[config.mk]
export PLATFORM = sky130hd
export DESIGN_NAME = fdm_out_buf
export DESIGN_NICKNAME = d
export VERILOG_FILES = /design/src/rtl/fdm_pkg.sv /design/src/rtl/fdm_out_buf.sv
export SDC_FILE = /design/constraint.sdc
export NUM_CORES = 1
export LEC_CHECK = 0
export ABC_AREA = 1
export BUFFER_PORTS_ARGS = -buffer_cell sky130_fd_sc_hd__buf_2
export CAP_MARGIN = 25
export CORE_ASPECT_RATIO = 1.1
export CORE_MARGIN = 5
export CORE_UTILIZATION = 45
export CTS_CLUSTER_DIAMETER = 60
export DETAILED_ROUTE_END_ITERATION = 12
export MAX_ROUTING_LAYER = met4
export PLACE_DENSITY = 0.69
export SYNTH_ARGS = -nofsm -noshare
export SYNTH_HDL_FRONTEND = slang
export SYNTH_SLANG_ARGS = --single-unit
[constraint.sdc]
create_clock -name clk -period 10.7 [get_ports clk]
set_clock_uncertainty 0.1 [all_clocks]
set_input_delay 2.14 -clock clk [delete_from_list [all_inputs] [get_ports clk]]
set_output_delay 2.14 -clock clk [all_outputs]
set_load 0.005 [all_outputs]
[src/rtl/fdm_pkg.sv]
package fdm_pkg;

    typedef struct packed {
        logic differ;
        logic yneg;
        logic zero;
        logic ovf;
    } fdm_flags_t;

endpackage

[src/rtl/fdm_out_buf.sv]
module fdm_out_buf
    import fdm_pkg::*;
#(
    parameter int DATA_WIDTH = 32
)
(
    input  logic                         clk,
    input  logic                         rst_n,
    input  logic                         push,
    input  logic [DATA_WIDTH-1:0]        rem,
    input  logic [DATA_WIDTH-1:0]        dq,
    input  logic [DATA_WIDTH-1:0]        ay,
    input  fdm_flags_t                   flags,
    output logic                         full,
    output logic                         out_valid,
    input  logic                         out_ready,
    output logic signed [DATA_WIDTH-1:0] quotient,
    output logic signed [DATA_WIDTH-1:0] modulus,
    output logic                         zero_divisor,
    output logic                         overflowed
);

    localparam logic [DATA_WIDTH-1:0] MOST_NEG = {1'b1, {(DATA_WIDTH-1){1'b0}}};

    logic [1:0]            cnt_reg;
    logic [1:0]            cnt_next;
    logic [DATA_WIDTH-1:0] q0_reg;
    logic [DATA_WIDTH-1:0] q0_next;
    logic [DATA_WIDTH-1:0] m0_reg;
    logic [DATA_WIDTH-1:0] m0_next;
    logic [1:0]            f0_reg;
    logic [1:0]            f0_next;
    logic [DATA_WIDTH-1:0] q1_reg;
    logic [DATA_WIDTH-1:0] q1_next;
    logic [DATA_WIDTH-1:0] m1_reg;
    logic [DATA_WIDTH-1:0] m1_next;
    logic [1:0]            f1_reg;
    logic [1:0]            f1_next;
    logic [DATA_WIDTH-1:0] q_res;
    logic [DATA_WIDTH-1:0] m_res;
    logic [1:0]            f_res;
    logic                  r_zero;
    logic                  pop;

    // Turn the unsigned quotient and remainder into floored signed results.
    always_comb
    begin
        r_zero = (rem == '0);
        if (flags.differ)
        begin
            q_res = r_zero ? ('0 - dq) : ~dq;
        end
        else
        begin
            q_res = dq;
        end
        if (r_zero)
        begin
            m_res = '0;
        end
        else if (flags.differ)
        begin
            m_res = flags.yneg ? (rem - ay) : (ay - rem);
        end
        else
        begin
            m_res = flags.yneg ? ('0 - rem) : rem;
        end
        if (flags.zero)
        begin
            q_res = '0;
            m_res = '0;
        end
        f_res = {flags.zero, flags.ovf};
    end

    assign pop = out_valid && out_ready;

    always_comb
    begin
        cnt_next = cnt_reg;
        q0_next  = q0_reg;
        m0_next  = m0_reg;
        f0_next  = f0_reg;
        q1_next  = q1_reg;
        m1_next  = m1_reg;
        f1_next  = f1_reg;
        if (pop && push)
        begin
            if (cnt_reg == 2'd1)
            begin
                q0_next = q_res;
                m0_next = m_res;
                f0_next = f_res;
            end
            else
            begin
                q0_next = q1_reg;
                m0_next = m1_reg;
                f0_next = f1_reg;
                q1_next = q_res;
                m1_next = m_res;
                f1_next = f_res;
            end
        end
        else if (pop)
        begin
            q0_next  = q1_reg;
            m0_next  = m1_reg;
            f0_next  = f1_reg;
            cnt_next = cnt_reg - 2'd1;
        end
        else if (push)
        begin
            if (cnt_reg == 2'd0)
            begin
                q0_next = q_res;
                m0_next = m_res;
                f0_next = f_res;
            end
            else
            begin
                q1_next = q_res;
                m1_next = m_res;
                f1_next = f_res;
            end
            cnt_next = cnt_reg + 2'd1;
        end
    end

    always_ff @(posedge clk or negedge rst_n)
    begin
        if (!rst_n)
        begin
            cnt_reg <= 2'd0;
        end
        else
        begin
            cnt_reg <= cnt_next;
        end
    end

    always_ff @(posedge clk)
    begin
        q0_reg <= q0_next;
        m0_reg <= m0_next;
        f0_reg <= f0_next;
        q1_reg <= q1_next;
        m1_reg <= m1_next;
        f1_reg <= f1_next;
    end

    assign full         = (cnt_reg == 2'd2);
    assign out_valid    = (cnt_reg != 2'd0);
    assign quotient     = q0_reg;
    assign modulus      = m0_reg;
    assign zero_divisor = f0_reg[1];
    assign overflowed   = f0_reg[0];

`ifndef SYNTHESIS
    a_cnt_range: assert property (@(posedge clk) disable iff (!rst_n)
        cnt_reg != 2'd3)
        else $error("output buffer count out of range");

    a_no_push_full: assert property (@(posedge clk) disable iff (!rst_n)
        full |-> !push)
        else $error("result pushed into a full output buffer");

    a_zero_results: assert property (@(posedge clk) disable iff (!rst_n)
        (out_valid && zero_divisor) |-> (quotient == '0 && modulus == '0 && !overflowed))
        else $error("zero divisor result is not cleared");

    a_ovf_results: assert property (@(posedge clk) disable iff (!rst_n)
        (out_valid && overflowed) |-> (quotient == MOST_NEG && modulus == '0))
        else $error("overflow result is not the wrapped quotient");
`endif

endmodule

==> impl_metrics.toml <==
[pwr]
power_frac_seq = 0.381
p_comb_frac = 0.349
total_power_w = 0.00241
p_per_area_nw_per_um2 = 166
p_int_w = 0.00158
p_leak_nw = 7.83
pwr-share-clk = 0.270
peakVddDrop_mv = 0.121
p_switching_w = 0.000837
swShare = 0.347

[route]
num_vias = 13100
wl_per_cell_microns = 16.1
drcViolationCount = 0
viasPerCell = 5.17
drt_iter0_markers = 1280
drt_pass1_iterations = 6
drt_wl_total_mm = 40.7
antenna_left = 0

[clocking]
cts_made_buffers = 17
post-cts-setup-buffers = 0
cts_tree = "yes"
cts.hold.buffers_added = 0
cts.repair.resized = 0
htreeDepth = 4
clkSinkCount = 134
cts_root_buf = "clkbuf_16"
clk_pin_slew_ns = 0.06
clock_latency_ns = 0.42
clockBufferDepth = 2

[synthesis]
synth_top_cells_by_area = "edfxtp_1 31%, nand2_1 20%, inv_1 11%, ha_1 7.0%, nor2_1 6.4%"
yosysSeqAreaShare = 0.316
synthTopCellsByCount = "681 x nand2_1, 373 x inv_1, 218 x nor2_1, 145 x nand3_1, 132 x edfxtp_1"
synth_edf_count = 132
synth_top_cell_by_area = "edfxtp_1"
syn_area_per_cell_sq_um = 6.35
ys_seq_elements = 134
synth_area_sq_um = 12700
yosys_warnings = 0
syn-num-nets = 2179
synth_most_common_cell = "nand2_1"
netlist_instances = 2002
synthArstFlopShare = 0.0149
yosysTopAreaCellShare = 0.312
synthFlopType = "edfxtp_1"
synth_cell_type_count = 47

[grt]
grt_max_degree = 72
grt_pass1_vias = 12500
grt_pass1_wl_mm = 63.4
grt_overflow = 0
antenna_found_initial = 0
grt.total_usage = 0.256

[setup_path]
ff2ff_path_depth = 10
cp-start-kind = "input pin"
r2r_slack_ns = 7.24
critPathKind = "input pin to flip-flop"
cp.required_ns = 10.75
timing.critical_path.fanout_max = 71
cp.arrival_ns = 4.83
worstReg2RegStart = "cnt_reg[0]$_DFFE_PN0P_"
end_kind = "flip-flop"
crit_path_start = "flags[2]"
worstReg2RegEnd = "quotient[25]$_DFFE_PP_"

[cells_and_area]
multiInputGateArea_sq_um = 7070
num-fill-cells = 2903
seq_area_sq_um = 4010
area_growth_pct = 14.6
nets = 2332
antennaDiodeCount = 0
utilization = 0.523
drive_above_1_share = 0.131

[sta]
relSlewSlack = 0.408
worst_slack_ns = 5.93
finalCritPeriodShare = 0.446
finalHoldViolCount = 0
setup-violations-final = 0
tightest_slew_ns = 0.887
finalCriticalPeriod_ns = 4.77
tns_ns = 0
timing.fmax_ghz = 0.209
maxSlewViolCount = 0
holdWs_ns = 0.418
rsz0062_at_grt = "false"

[placement]
numPortBuffers = 171
dp_hpwl_mm = 32.5
place_ws_ns = 5.59
globalplace.congestion = 1.04

[die]
ios = 172
die_x_microns = 170
die_h_microns = 186
core-area_sq_um = 27900
rows = 64
start_util = 0.456
dieArea_sq_um = 31700

[run_status]
outcome = "finished clean"

[min_path]
worstHoldStart = "cnt_reg[0]$_DFFE_PN0P_"
min_to = "cnt_reg[0]$_DFFE_PN0P_"
hold_path_depth = 1
min-delay-path-class = "flip-flop to flip-flop"

[run]
cap_viol_max_count = 0
## cell families (layout without fill, tap and decap cells)
kind of cell / after synthesis / in the layout / synth area share
AOI/OAI and AO/OA: 205 / 205 / 0.0899
buffers and inverters: 430 / 596 / 0.131
xor gates and xnor gates: 24 / 24 / 0.0165
DFF: 134 / 134 / 0.316
and+or+nand+nor: 1134 / 1134 / 0.372
muxes: 2 / 2 / 0.00167
adders and majority gates: 73 / 73 / 0.0730
## routing by layer
metal,vias up,global-route usage,part of all wire
li1,6560,-,-
met1,5876,0.320,0.42
met2,554,0.418,0.47
met3,95,0.0305,0.065
met4,0,0.107,0.043
met5,-,-,0
## worst max-delay path by stage
stage,to,slack (ns),cells past startpoint
detailed placement,modulus[31]$_DFFE_PP_,5.59,14
finish,modulus[31]$_DFFE_PP_,5.93,14
global route,modulus[31]$_DFFE_PP_,5.74,14
CTS,modulus[31]$_DFFE_PP_,6.03,14
global placement,modulus[31]$_DFFE_PP_,5.63,14
floorplan,f1_reg[0]$_DFFE_PP_,2.67,5
## metrics by stage
| step | cell area, sq um | cells |
|---|---|---|
| 4_1_cts | 14600 | 2531 |
| 2_1_floorplan | 12700 | 2002 |
| 5_1_grt | 14600 | 2531 |
| 3_3_place_gp | 13900 | 2499 |
| 6_report | 14600 | 2531 |
| 3_5_place_dp | 13900 | 2499 |
## cell type report
type,count,area share
clock buffer,18,0.0294
clock inverter,14,0.0159
inverter,382,0.0987
multi-input combinational,1438,0.485
sequential,134,0.275
tap,363,0.0312
timing repair buffer,182,0.0644
## worst max-delay path, stage by stage
cell and delay (ns):
buf_2 0.07, buf_4 0.61, inv_1 0.63, buf_4 0.43
nor2_1 0.12, nand2_1 0.05, nor2_1 0.10, o21ai_0 0.10
nor2_1 0.13, nand2_1 0.07, nand3b_1 0.08, nand3_1 0.07
nand2_1 0.11, a21oi_1 0.07
## power by group through the flow
stage / clock network [W] / logic [W] / registers [W]
after floorplan: 0 / 0.000491 / 0.000967
after global placement: 0 / 0.000829 / 0.000925
after detailed placement: 0 / 0.000842 / 0.000934
after CTS: 0.000662 / 0.000846 / 0.000925
after global routing: 0.000687 / 0.000944 / 0.000938
final: 0.000652 / 0.000844 / 0.000919
## cells in the final DEF, fill, tap and decap left out, drive strengths merged, types with 6 or more instances in the layout
cell and count:
a21oi 120, buf 182, bufinv 6, clkbuf 18
clkinv 8, edfxtp 132, ha 71, inv 382
nand2 683, nand3 157, nand4 24, nor2 234
nor3 18, o211ai 7, o21ai 64, or2 12
xor2 20
No activity file was read; power rests on OpenSTA's default activity.
