### src/rtl/fdm_pkg.sv
package fdm_pkg;

    typedef struct packed {
        logic differ;
        logic yneg;
        logic zero;
        logic ovf;
    } fdm_flags_t;

endpackage

### src/rtl/fdm_cell.sv
module fdm_cell
    import fdm_pkg::*;
#(
    parameter int DATA_WIDTH = 32
)
(
    input  logic                  clk,
    input  logic                  rst_n,
    input  logic                  adv,
    input  logic                  prev_valid,
    input  logic [DATA_WIDTH-1:0] prev_rem,
    input  logic [DATA_WIDTH-1:0] prev_dq,
    input  logic [DATA_WIDTH-1:0] prev_ay,
    input  fdm_flags_t            prev_flags,
    output logic                  valid,
    output logic [DATA_WIDTH-1:0] rem,
    output logic [DATA_WIDTH-1:0] dq,
    output logic [DATA_WIDTH-1:0] ay,
    output fdm_flags_t            flags
);

    logic                  valid_reg;
    logic [DATA_WIDTH-1:0] rem_reg;
    logic [DATA_WIDTH-1:0] rem_next;
    logic [DATA_WIDTH-1:0] dq_reg;
    logic [DATA_WIDTH-1:0] dq_next;
    logic [DATA_WIDTH-1:0] ay_reg;
    fdm_flags_t            flags_reg;
    logic [DATA_WIDTH:0]   trial;
    logic [DATA_WIDTH:0]   diff;
    logic                  ge;

    // One restoring step: bring down the next dividend bit and try the subtract.
    always_comb
    begin
        trial    = {prev_rem, prev_dq[DATA_WIDTH-1]};
        diff     = trial - {1'b0, prev_ay};
        ge       = ~diff[DATA_WIDTH];
        rem_next = ge ? diff[DATA_WIDTH-1:0] : trial[DATA_WIDTH-1:0];
        dq_next  = {prev_dq[DATA_WIDTH-2:0], ge};
    end

    always_ff @(posedge clk or negedge rst_n)
    begin
        if (!rst_n)
        begin
            valid_reg <= 1'b0;
        end
        else if (adv)
        begin
            valid_reg <= prev_valid;
        end
    end

    always_ff @(posedge clk)
    begin
        if (adv)
        begin
            rem_reg   <= rem_next;
            dq_reg    <= dq_next;
            ay_reg    <= prev_ay;
            flags_reg <= prev_flags;
        end
    end

    assign valid = valid_reg;
    assign rem   = rem_reg;
    assign dq    = dq_reg;
    assign ay    = ay_reg;
    assign flags = flags_reg;

endmodule

### config.mk
export PLATFORM = sky130hd
export DESIGN_NAME = fdm_cell
export DESIGN_NICKNAME = d
export VERILOG_FILES = /design/src/rtl/fdm_pkg.sv /design/src/rtl/fdm_cell.sv
export SDC_FILE = /design/constraint.sdc
export NUM_CORES = 1
export LEC_CHECK = 0
export ABC_AREA = 1
export BUFFER_PORTS_ARGS = -buffer_cell sky130_fd_sc_hd__buf_4
export CAP_MARGIN = 20
export CELL_PAD_IN_SITES_DETAIL_PLACEMENT = 1
export CELL_PAD_IN_SITES_GLOBAL_PLACEMENT = 1
export CORE_MARGIN = 2
export CORE_UTILIZATION = 34
export CTS_BUF_LIST = sky130_fd_sc_hd__clkbuf_16
export DETAILED_ROUTE_END_ITERATION = 8
export PLACE_DENSITY = 0.8
export SLEW_MARGIN = 25
export SYNTH_ARGS = -nofsm -noshare
export SYNTH_HDL_FRONTEND = slang
export SYNTH_SLANG_ARGS = --single-unit
### constraint.sdc
create_clock -name clk -period 0.8 [get_ports clk]
set_input_delay 0 -clock clk [delete_from_list [all_inputs] [get_ports clk]]
set_output_delay 0 -clock clk [all_outputs]
set_load 0.01 [all_outputs]
==> out/metrics.yaml, run 1 <==
syn_area_per_cell_um2: 8.059
yosysWarnings: 0
dp_hpwl_um: 18050
finalWirelength_um: 32090
path_cells: "buf_4 -> inv_1 -> ha_1 -> buf_4 -> nand2_1 -> nand2_1 -> inv_1 -> nand2_4 -> nand2_2 -> nand2_2 -> inv_1 -> nand3_1 -> nand2_1 -> nand2_1 -> nand2_2 -> nand2_1"
setup_viol: 134
syn_nets: 919
cap_violations: 0
status: "finished with violations"
detail_route.iter0.violations: 553
grt.total_usage: 0.3006
synth_edf_count: 100
p_total_mw: 18.60
cpMaxStageDelayCell: "ha_1"
worst_pin_slew_ps: 342.5
insertion_delay_ps: 370
die_height_um: 140.1
fmax_mhz: 581.8
slew_headroom: 0.7709
htree_levels: 3
synth_area_mm2: 0.006302
grt_antenna_before_repair: 0
diodes: 0
grt_overflow: 0
grt_max_degree: 29
rows: 49
start_util: 0.3485
grt_pass1_wl_um: 45350
antenna_left: 0
syn_to_final_growth_pct: 83.44
drcViolationCount: 20
cts_tree: "built"
cts_sinks: 101
clk_pin_slew_ps: 80
place.gp.congestion: 0.8917
rsz0062_at_grt: "yes"
irDropWorstVdd_uv: 1146
vias: 7385
crit_top_cell: "nand2_1"
via_per_inst: 5.007
clock_path_buffers: 2
period_share: 2.149
cp.arrival_ps: 1840
path_class: "in2reg"
port_buffers: 204
io_pins: 205
hp-class: "in2reg"
cp_num_buf_inv: 5
seq_area_frac_synth: 0.4804
fin_ws_ps: -918.9
cp_max_fo: 3
syn_inst: 782
grt_pass1_vias: 8232
hold_violations: 0
violations: "design-rule violations, negative setup slack"
ys_ff_latch: 101
post_drt_wl_per_cell_um: 21.75
core_area_mm2: 0.01809
power.leakage_nw: 5.811
synth_flop_cell: "edfxtp_1"
synthArstFlopShare: 0.009901
placedCellCount: 1347
synth_cell_types: 32
cts_root_buf: "clkbuf_16"
final_nets: 1378
dr.pass1.iters: 9
critPathMaxStageDelay_ps: 330
final-instance-count-excl-fill: 1475
pre_cts_slack_ps: -1255
report.final.slew_viol_count: 0
die_area_mm2: 0.01964
end_kind: "register"
cp.required_ps: 920
cp-start-kind: "primary input"
floorplan.die.width_um: 140.1
cts_buffers: 9
critPathTopFamily: "simple AND/OR/NAND/NOR gates"
drive_gt1_frac: 0.4262
fin_crit_ps: 1719
clock_skew_ps: 0
power_density_mw_per_mm2: 1609
-- metrics by stage --
stage	utilization	TNS, ps	hold WS, ps	cell area [um2]
2_1_floorplan	-	-30340	-295.6	6340
3_3_place_gp	0.5088	-37490	-224.9	9201
3_5_place_dp	0.5088	-40400	-224.3	9201
4_1_cts	0.6137	-34160	-152.5	11100
5_1_grt	0.6392	-42400	46.86	11560
6_report	0.6392	-37930	32.02	11560
-- synth_stat cells (2+ instances only) --
cell type	number	area, um2
nand3_1	30	150.1
nor2_1	38	142.6
nand2_2	25	156.4
a21oi_1	24	120.1
inv_1	151	566.8
nand4_1	8	50.05
xor2_1	14	122.6
and2_1	4	25.02
ha_1	32	400.4
edfxtp_1	100	3003
buf_6	4	45.04
nand2_4	4	45.04
nor3_1	6	30.03
nand3b_1	2	15.01
o21bai_1	7	52.55
nand2_1	313	1175
inv_2	5	18.77
-- cells in the final DEF (no fill, tap or decap), drive strengths merged, types with 2 or more instances in the layout --
master / n
nand3: 31
a21oi: 26
inv: 159
clkinv: 3
nand3b: 2
nand2: 347
or2: 2
clkinvlp: 2
ha: 32
o21bai: 7
clkbuf: 9
nor2: 39
nor3: 6
nand4: 8
buf: 350
dlygate4sd3: 100
and2: 4
xor2: 14
edfxtp: 100
-- path summary, 6_finish.rpt --
path,start,end,slack [ps],depth (start not counted)
worst max-delay path,prev_ay[14],rem[19],-920,16
worst min-delay path,prev_rem[0],rem[1],30,4
worst max register to register,valid,valid,30,1
worst min register to register,valid,valid,560,1
max in group asynchronous,rst_n,valid,200,3
min in group asynchronous,rst_n,valid,490,3
-- worst min-delay path: stages --
cell	delay (ps)
buf_4	100
buf_4	100
nand2_2	40
nand2_1	50
-- cells by family (layout without fill, tap and decap cells) --
group                    count (synthesis)  in the layout  share of synthesized area
AO/OA/AOI/OAI                           33             33                    0.03137
XOR/XNOR                                15             15                    0.02085
adder cells (fa/ha/maj)                 33             33                    0.06671
buffers and inverters                  163            623                     0.1062
flip-flops                             101            101                     0.4804
multiplexers                             1              1                   0.001787
AND/OR/NAND/NOR                        436            440                     0.2926
-- area by class of cell --
type | instances | area, um2
fillers | 2046 | 6525
clock buffers | 9 | 225.2
flip-flops and latches | 101 | 3028
well taps | 229 | 286.5
repair buffers | 450 | 4108
multi-input cells | 522 | 3258
inverters | 157 | 596.8
clock inverters | 7 | 58.81
-- timing repair --
action                                 4_1_cts  5_1_grt
pin swaps                                    8       16
endpoints found under the hold margin       99        1
gates cloned                                 4        0
setup buffers                                7        1
hold buffers                                99        1
setup endpoints to repair                  134      134
resized for setup                          110      123
-- power breakdown --
group          total [mW]  switching [mW]  internal, mW
clock                4.55            2.39          2.16
combinational        7.25            3.75          3.50
sequential           6.79           0.307          6.49
total                18.6            6.44          12.2
-- per-layer routing --
layer  share of wire  track usage
met4           0.048       0.1350
met1            0.37       0.3327
met2            0.52       0.5624
met5               0            0
met3           0.058      0.05060
(Power assumes the default switching activity.)
==> run 2: changes to the inputs <==
==> constraint.sdc (replaced) <==
create_clock -name clk -period 2.1 [get_ports clk]
set_input_delay 0 -clock clk [delete_from_list [all_inputs] [get_ports clk]]
set_output_delay 0 -clock clk [all_outputs]
set_load 0.01 [all_outputs]
==> run 2 against run 1 <==
The run ends with design-rule violations left. Design area is 17% lower. Worst hold slack better by 46 ps. Sequential cell count did not move. Clock power shrank 63%. Combinational power decreased by 73%. Via count down 15%. Die area unchanged. Wire length shrank 28%. Non-clock buffer count fell by 120. First-iteration DRC count fell by 46%. Worst setup slack better by 1000 ps. Largest cell class is now sequential cells.
==> out/metrics.yaml, run 2 (same netlist as run 1, synthesis figures left out) <==
switching_share: 0.3241
cpMaxStageDelayCell: "dlygate4sd3_1"
vias: 6261
cellInternalPower_mw: 4.176
antenna_left: 0
slew_headroom: 0.7373
critPathTopFamily: "buffers and inverters"
cp-start-kind: "primary input"
p_total_mw: 6.179
grt_pass1_wl_um: 35360
period_share: 0.9469
path_cells: "dlygate4sd3_1 -> buf_4 -> inv_1 -> ha_2 -> nand2_2 -> a21oi_1 -> nor2_1 -> nand2_1 -> a21oi_4 -> nand2_4 -> nand2_2 -> nand2_4 -> buf_12 -> nand2_1 -> nand2_1"
cts_sinks: 101
die_area_mm2: 0.01964
port_buffers: 204
switching_power_mw: 2.003
clk_pin_slew_ps: 80
r2r_start: "valid"
rows: 49
syn_to_final_growth_pct: 52.83
grt.total_usage: 0.2310
post_cts_buffers: 0
start_util: 0.3485
final_cell_mix: "311 x nand2_1, 225 x buf_4, 151 x inv_1, 102 x dlygate4sd3_1, 100 x edfxtp_1"
dr.pass1.iters: 8
whs_endpoint: "rem[0]"
violations: "design-rule violations"
hp-class: "in2reg"
placedCellCount: 1233
pwr-share-clk: 0.276
critPathMaxStageDelay_ps: 530
power.leakage_nw: 4.994
worstHoldStart: "adv"
core_area_mm2: 0.01809
cp_num_buf_inv: 4
finalWirelength_um: 22970
clock_path_buffers: 2
setup_viol: 0
cap_violations: 0
power_density_mw_per_mm2: 641.5
drcViolationCount: 21
p_seq_frac: 0.411
floorplan.die.width_um: 140.1
dp_hpwl_um: 16250
report.final.slew_viol_count: 0
place.gp.congestion: 0.8741
comb_power_share: 0.313
grt_max_degree: 58
final_nets: 1256
final-instance-count-excl-fill: 1353
n_fill_cell: 2191
detail_route.iter0.violations: 297
status: "finished with violations"
rsz0062_at_grt: "no"
placed_area_mm2: 0.008258
crit_top_cell: "nand2_1"
clock_skew_ps: 0
cp_max_fo: 17
mostFrequentLayoutCell: "nand2_1"
cts_buffers: 9
tns_ps: 0
grt_pass1_vias: 6817
end_kind: "register"
hold_violations: 0
io_pins: 205
rrSetupSlack_ps: 1330
cts_root_buf: "clkbuf_16"
fin_crit_ps: 1988
grt_antenna_before_repair: 0
htree_levels: 3
via_per_inst: 4.627
cts_tree: "built"
irDropWorstVdd_uv: 402.9
r2r-end: "valid"
fmax_mhz: 502.9
cp.required_ps: 2200
die_height_um: 140.1
grt_overflow: 0
path_class: "in2reg"
diodes: 0
stdcell_area_mm2: 0.009632
drive_gt1_frac: 0.2589
holdPathStages: 1
worst_pin_slew_ps: 394.1
post_drt_wl_per_cell_um: 16.98
insertion_delay_ps: 350
reg2regPathDepth: 1
cp.arrival_ps: 2090
[run 2: timing repair]
action,4_1_cts,5_1_grt
hold endpoints to repair,101,0
setup endpoints to repair,0,32
hold buffers,102,0
resized for setup,0,7
[run 2: power groups by stage]
stage / Combinational (mW) / Sequential [mW] / Clock, mW
after floorplan: 0.798 / 2.68 / 0
after global placement: 1.67 / 2.57 / 0
after detailed placement: 1.73 / 2.58 / 0
after CTS: 1.89 / 2.53 / 1.73
after global routing: 2.13 / 2.56 / 1.82
final: 1.94 / 2.54 / 1.70
[run 2: layout make-up]
cell class | instances | area (um2) | share of cell area
well taps | 229 | 286.5 | 0.02975
clock buffers | 9 | 225.2 | 0.02338
clock inverters | 7 | 66.31 | 0.006885
repair buffers | 330 | 2770 | 0.2876
multi-input cells | 520 | 2666 | 0.2768
inverters | 157 | 589.3 | 0.06118
flip-flops and latches | 101 | 3028 | 0.3144
[run 2: how the worst max path moves through the flow]
stage                  from  endpoint  slack, ps  cells after the start
2_1_floorplan   prev_dq[31]   rem[13]        250                     16
3_3_place_gp    prev_dq[31]   rem[15]         80                     16
3_5_place_dp    prev_dq[31]   rem[16]        -40                     16
4_1_cts        prev_rem[29]   rem[16]         20                     13
5_1_grt         prev_ay[31]    rem[7]          2                     15
6_report        prev_ay[30]    rem[7]        110                     15
[run 2: per-stage QoR]
step	utilization	worst slack, ps	hold WS (ps)
floorplan	-	245.6	-295.6
global placement	0.4566	77.12	-224.9
detailed placement	0.4566	-35.31	-222.1
CTS	0.5292	20.94	87.56
global route	0.5325	2.135	86.39
finish	0.5325	111.6	77.75
[run 2: per-layer routing]
layer	up-vias	GRT usage	share of wire
met2	176	0.4334	0.51
met4	0	0.05476	0.019
li1	3104	-	-
met3	26	0.04205	0.044
met5	-	0	0
met1	2955	0.2725	0.42
==> run 3: changes to the inputs <==
--- a/config.mk
+++ b/config.mk
@@ -14,7 +14,9 @@
 export CORE_UTILIZATION = 34
 export CTS_BUF_LIST = sky130_fd_sc_hd__clkbuf_16
 export DETAILED_ROUTE_END_ITERATION = 8
+export HOLD_SLACK_MARGIN = 0.08
 export PLACE_DENSITY = 0.8
+export SETUP_SLACK_MARGIN = 0.2
 export SLEW_MARGIN = 25
 export SYNTH_ARGS = -nofsm -noshare
 export SYNTH_HDL_FRONTEND = slang
==> run 3 against run 2 <==
The flow still finishes with violations (design-rule violations). Sequential cell count did not move. Wire length is 0.58% lower. Register-to-register slack about the same. Die area unchanged. Clock-buffer cell count did not move. Highest routed layer unchanged.
==> out/metrics.yaml, run 3 (same netlist as run 1, synthesis figures left out) <==
status: "finished with violations"
violations: "design-rule violations"
insertion_delay_ps: 360
grt_antenna_before_repair: 0
pre_cts_slack_ps: -35.31
drive_gt1_frac: 0.2547
io_pins: 205
critPathTopFamily: "simple AND/OR/NAND/NOR gates"
mostFrequentLayoutCell: "nand2_1"
slew_headroom: 0.7343
grt.total_usage: 0.2316
hold_violations: 0
grt_pass1_wl_um: 35450
dp_hpwl_um: 16250
period_share: 0.8207
clock_skew_ps: 0
post_drt_wl_per_cell_um: 16.89
core_area_mm2: 0.01809
cts_buffers: 9
path_cells: "buf_4 -> ha_1 -> nand2_1 -> inv_1 -> a21oi_1 -> nand2_1 -> nand2_1 -> nand2_1 -> nand2_1 -> nand2_1 -> nand2_1 -> nand2_1 -> nand2_2 -> nand2_1"
cp_num_buf_inv: 2
final_nets: 1255
final_cell_mix: "313 x nand2_1, 225 x buf_4, 151 x inv_1, 102 x dlygate4sd3_1, 100 x edfxtp_1"
path_class: "in2reg"
rrSetupSlack_ps: 1330
cpMaxStageDelayCell: "ha_1"
fin_crit_ps: 1723
critPathMaxStageDelay_ps: 360
worstSetupEndpoint: "rem[27]"
die_area_mm2: 0.01964
hp-class: "in2reg"
power.leakage_nw: 4.985
rows: 49
cts_sinks: 101
power_density_mw_per_mm2: 642.6
cp-startpoint: "prev_rem[5]"
htree_levels: 3
via_per_inst: 4.604
rsz0062_at_grt: "no"
cts_root_buf: "clkbuf_16"
final-instance-count-excl-fill: 1352
dr.pass1.iters: 9
crit_top_cell: "nand2_1"
cp.required_ps: 2220
clk_pin_slew_ps: 80
place.gp.congestion: 0.8741
cp_max_fo: 4
floorplan.die.width_um: 140.1
tns_ps: 0
worstSetupPathDepth: 14
finalWirelength_um: 22840
grt_overflow: 0
drcViolationCount: 21
r2r-end: "valid"
die_height_um: 140.1
irDropWorstVdd_uv: 414.4
r2r_start: "valid"
diodes: 0
setup_viol: 0
worst_pin_slew_ps: 397.0
cp-start-kind: "primary input"
report.final.slew_viol_count: 0
detail_route.iter0.violations: 281
end_kind: "register"
cp.arrival_ps: 1840
vias: 6225
start_util: 0.3485
cap_violations: 0
reg2regPathDepth: 1
cts_tree: "built"
clock_path_buffers: 2
placedCellCount: 1233
antenna_left: 0
port_buffers: 204
n_fill_cell: 2192
post_cts_buffers: 0
fin_ws_ps: 376.6
grt_pass1_vias: 6830
fmax_mhz: 580.2
grt_max_degree: 58
syn_to_final_growth_pct: 52.07
fin_util: 0.5299
run 3: timing repair:
item,CTS,global route
hold buffers,102,0
endpoints found under the hold margin,101,0
endpoints found under the setup margin,0,6
gates resized for setup,0,1
run 3: worst min-delay path by stage:
stage	to	start	depth (start not counted)	slack [ps]
after CTS	rem[0]	adv	1	90
after floorplan	valid	rst_n	0	-300
after global placement	valid	rst_n	1	-220
final	rem[0]	adv	1	80
after global routing	rem[0]	adv	1	90
after detailed placement	valid	rst_n	1	-220
run 3: final cells by class:
type / instances / area (um2) / area share
clock inverters: 7 / 66.31 / 0.006919
well taps: 229 / 286.5 / 0.02990
clock buffers: 9 / 225.2 / 0.02350
inverters: 157 / 589.3 / 0.06149
multi-input cells: 519 / 2619 / 0.2732
repair buffers: 330 / 2770 / 0.2890
flip-flops and latches: 101 / 3028 / 0.3159
run 3: power breakdown:
group | switching [mW] | total (mW) | internal (mW)
Clock | 0.871 | 1.71 | 0.836
Sequential | 0.0737 | 2.54 | 2.47
Combinational | 1.04 | 1.91 | 0.867
Total | 1.99 | 6.16 | 4.17
run 3: metal layers:
metal	global-route usage	vias up	wire [um]
met5	0	-	0
met4	0.05476	0	373
met3	0.04239	28	1140
met2	0.4352	178	11800
met1	0.2727	2919	9525
li1	-	3100	-
run 3: metrics by stage:
step	total power [mW]	hold WS, ps	area [um2]
final	6.159	77.76	9584
after global routing	6.487	86.39	9584
after CTS	6.152	87.56	9570
after detailed placement	4.302	-222.1	8258
after global placement	4.241	-224.9	8258
after floorplan	3.476	-295.6	6302
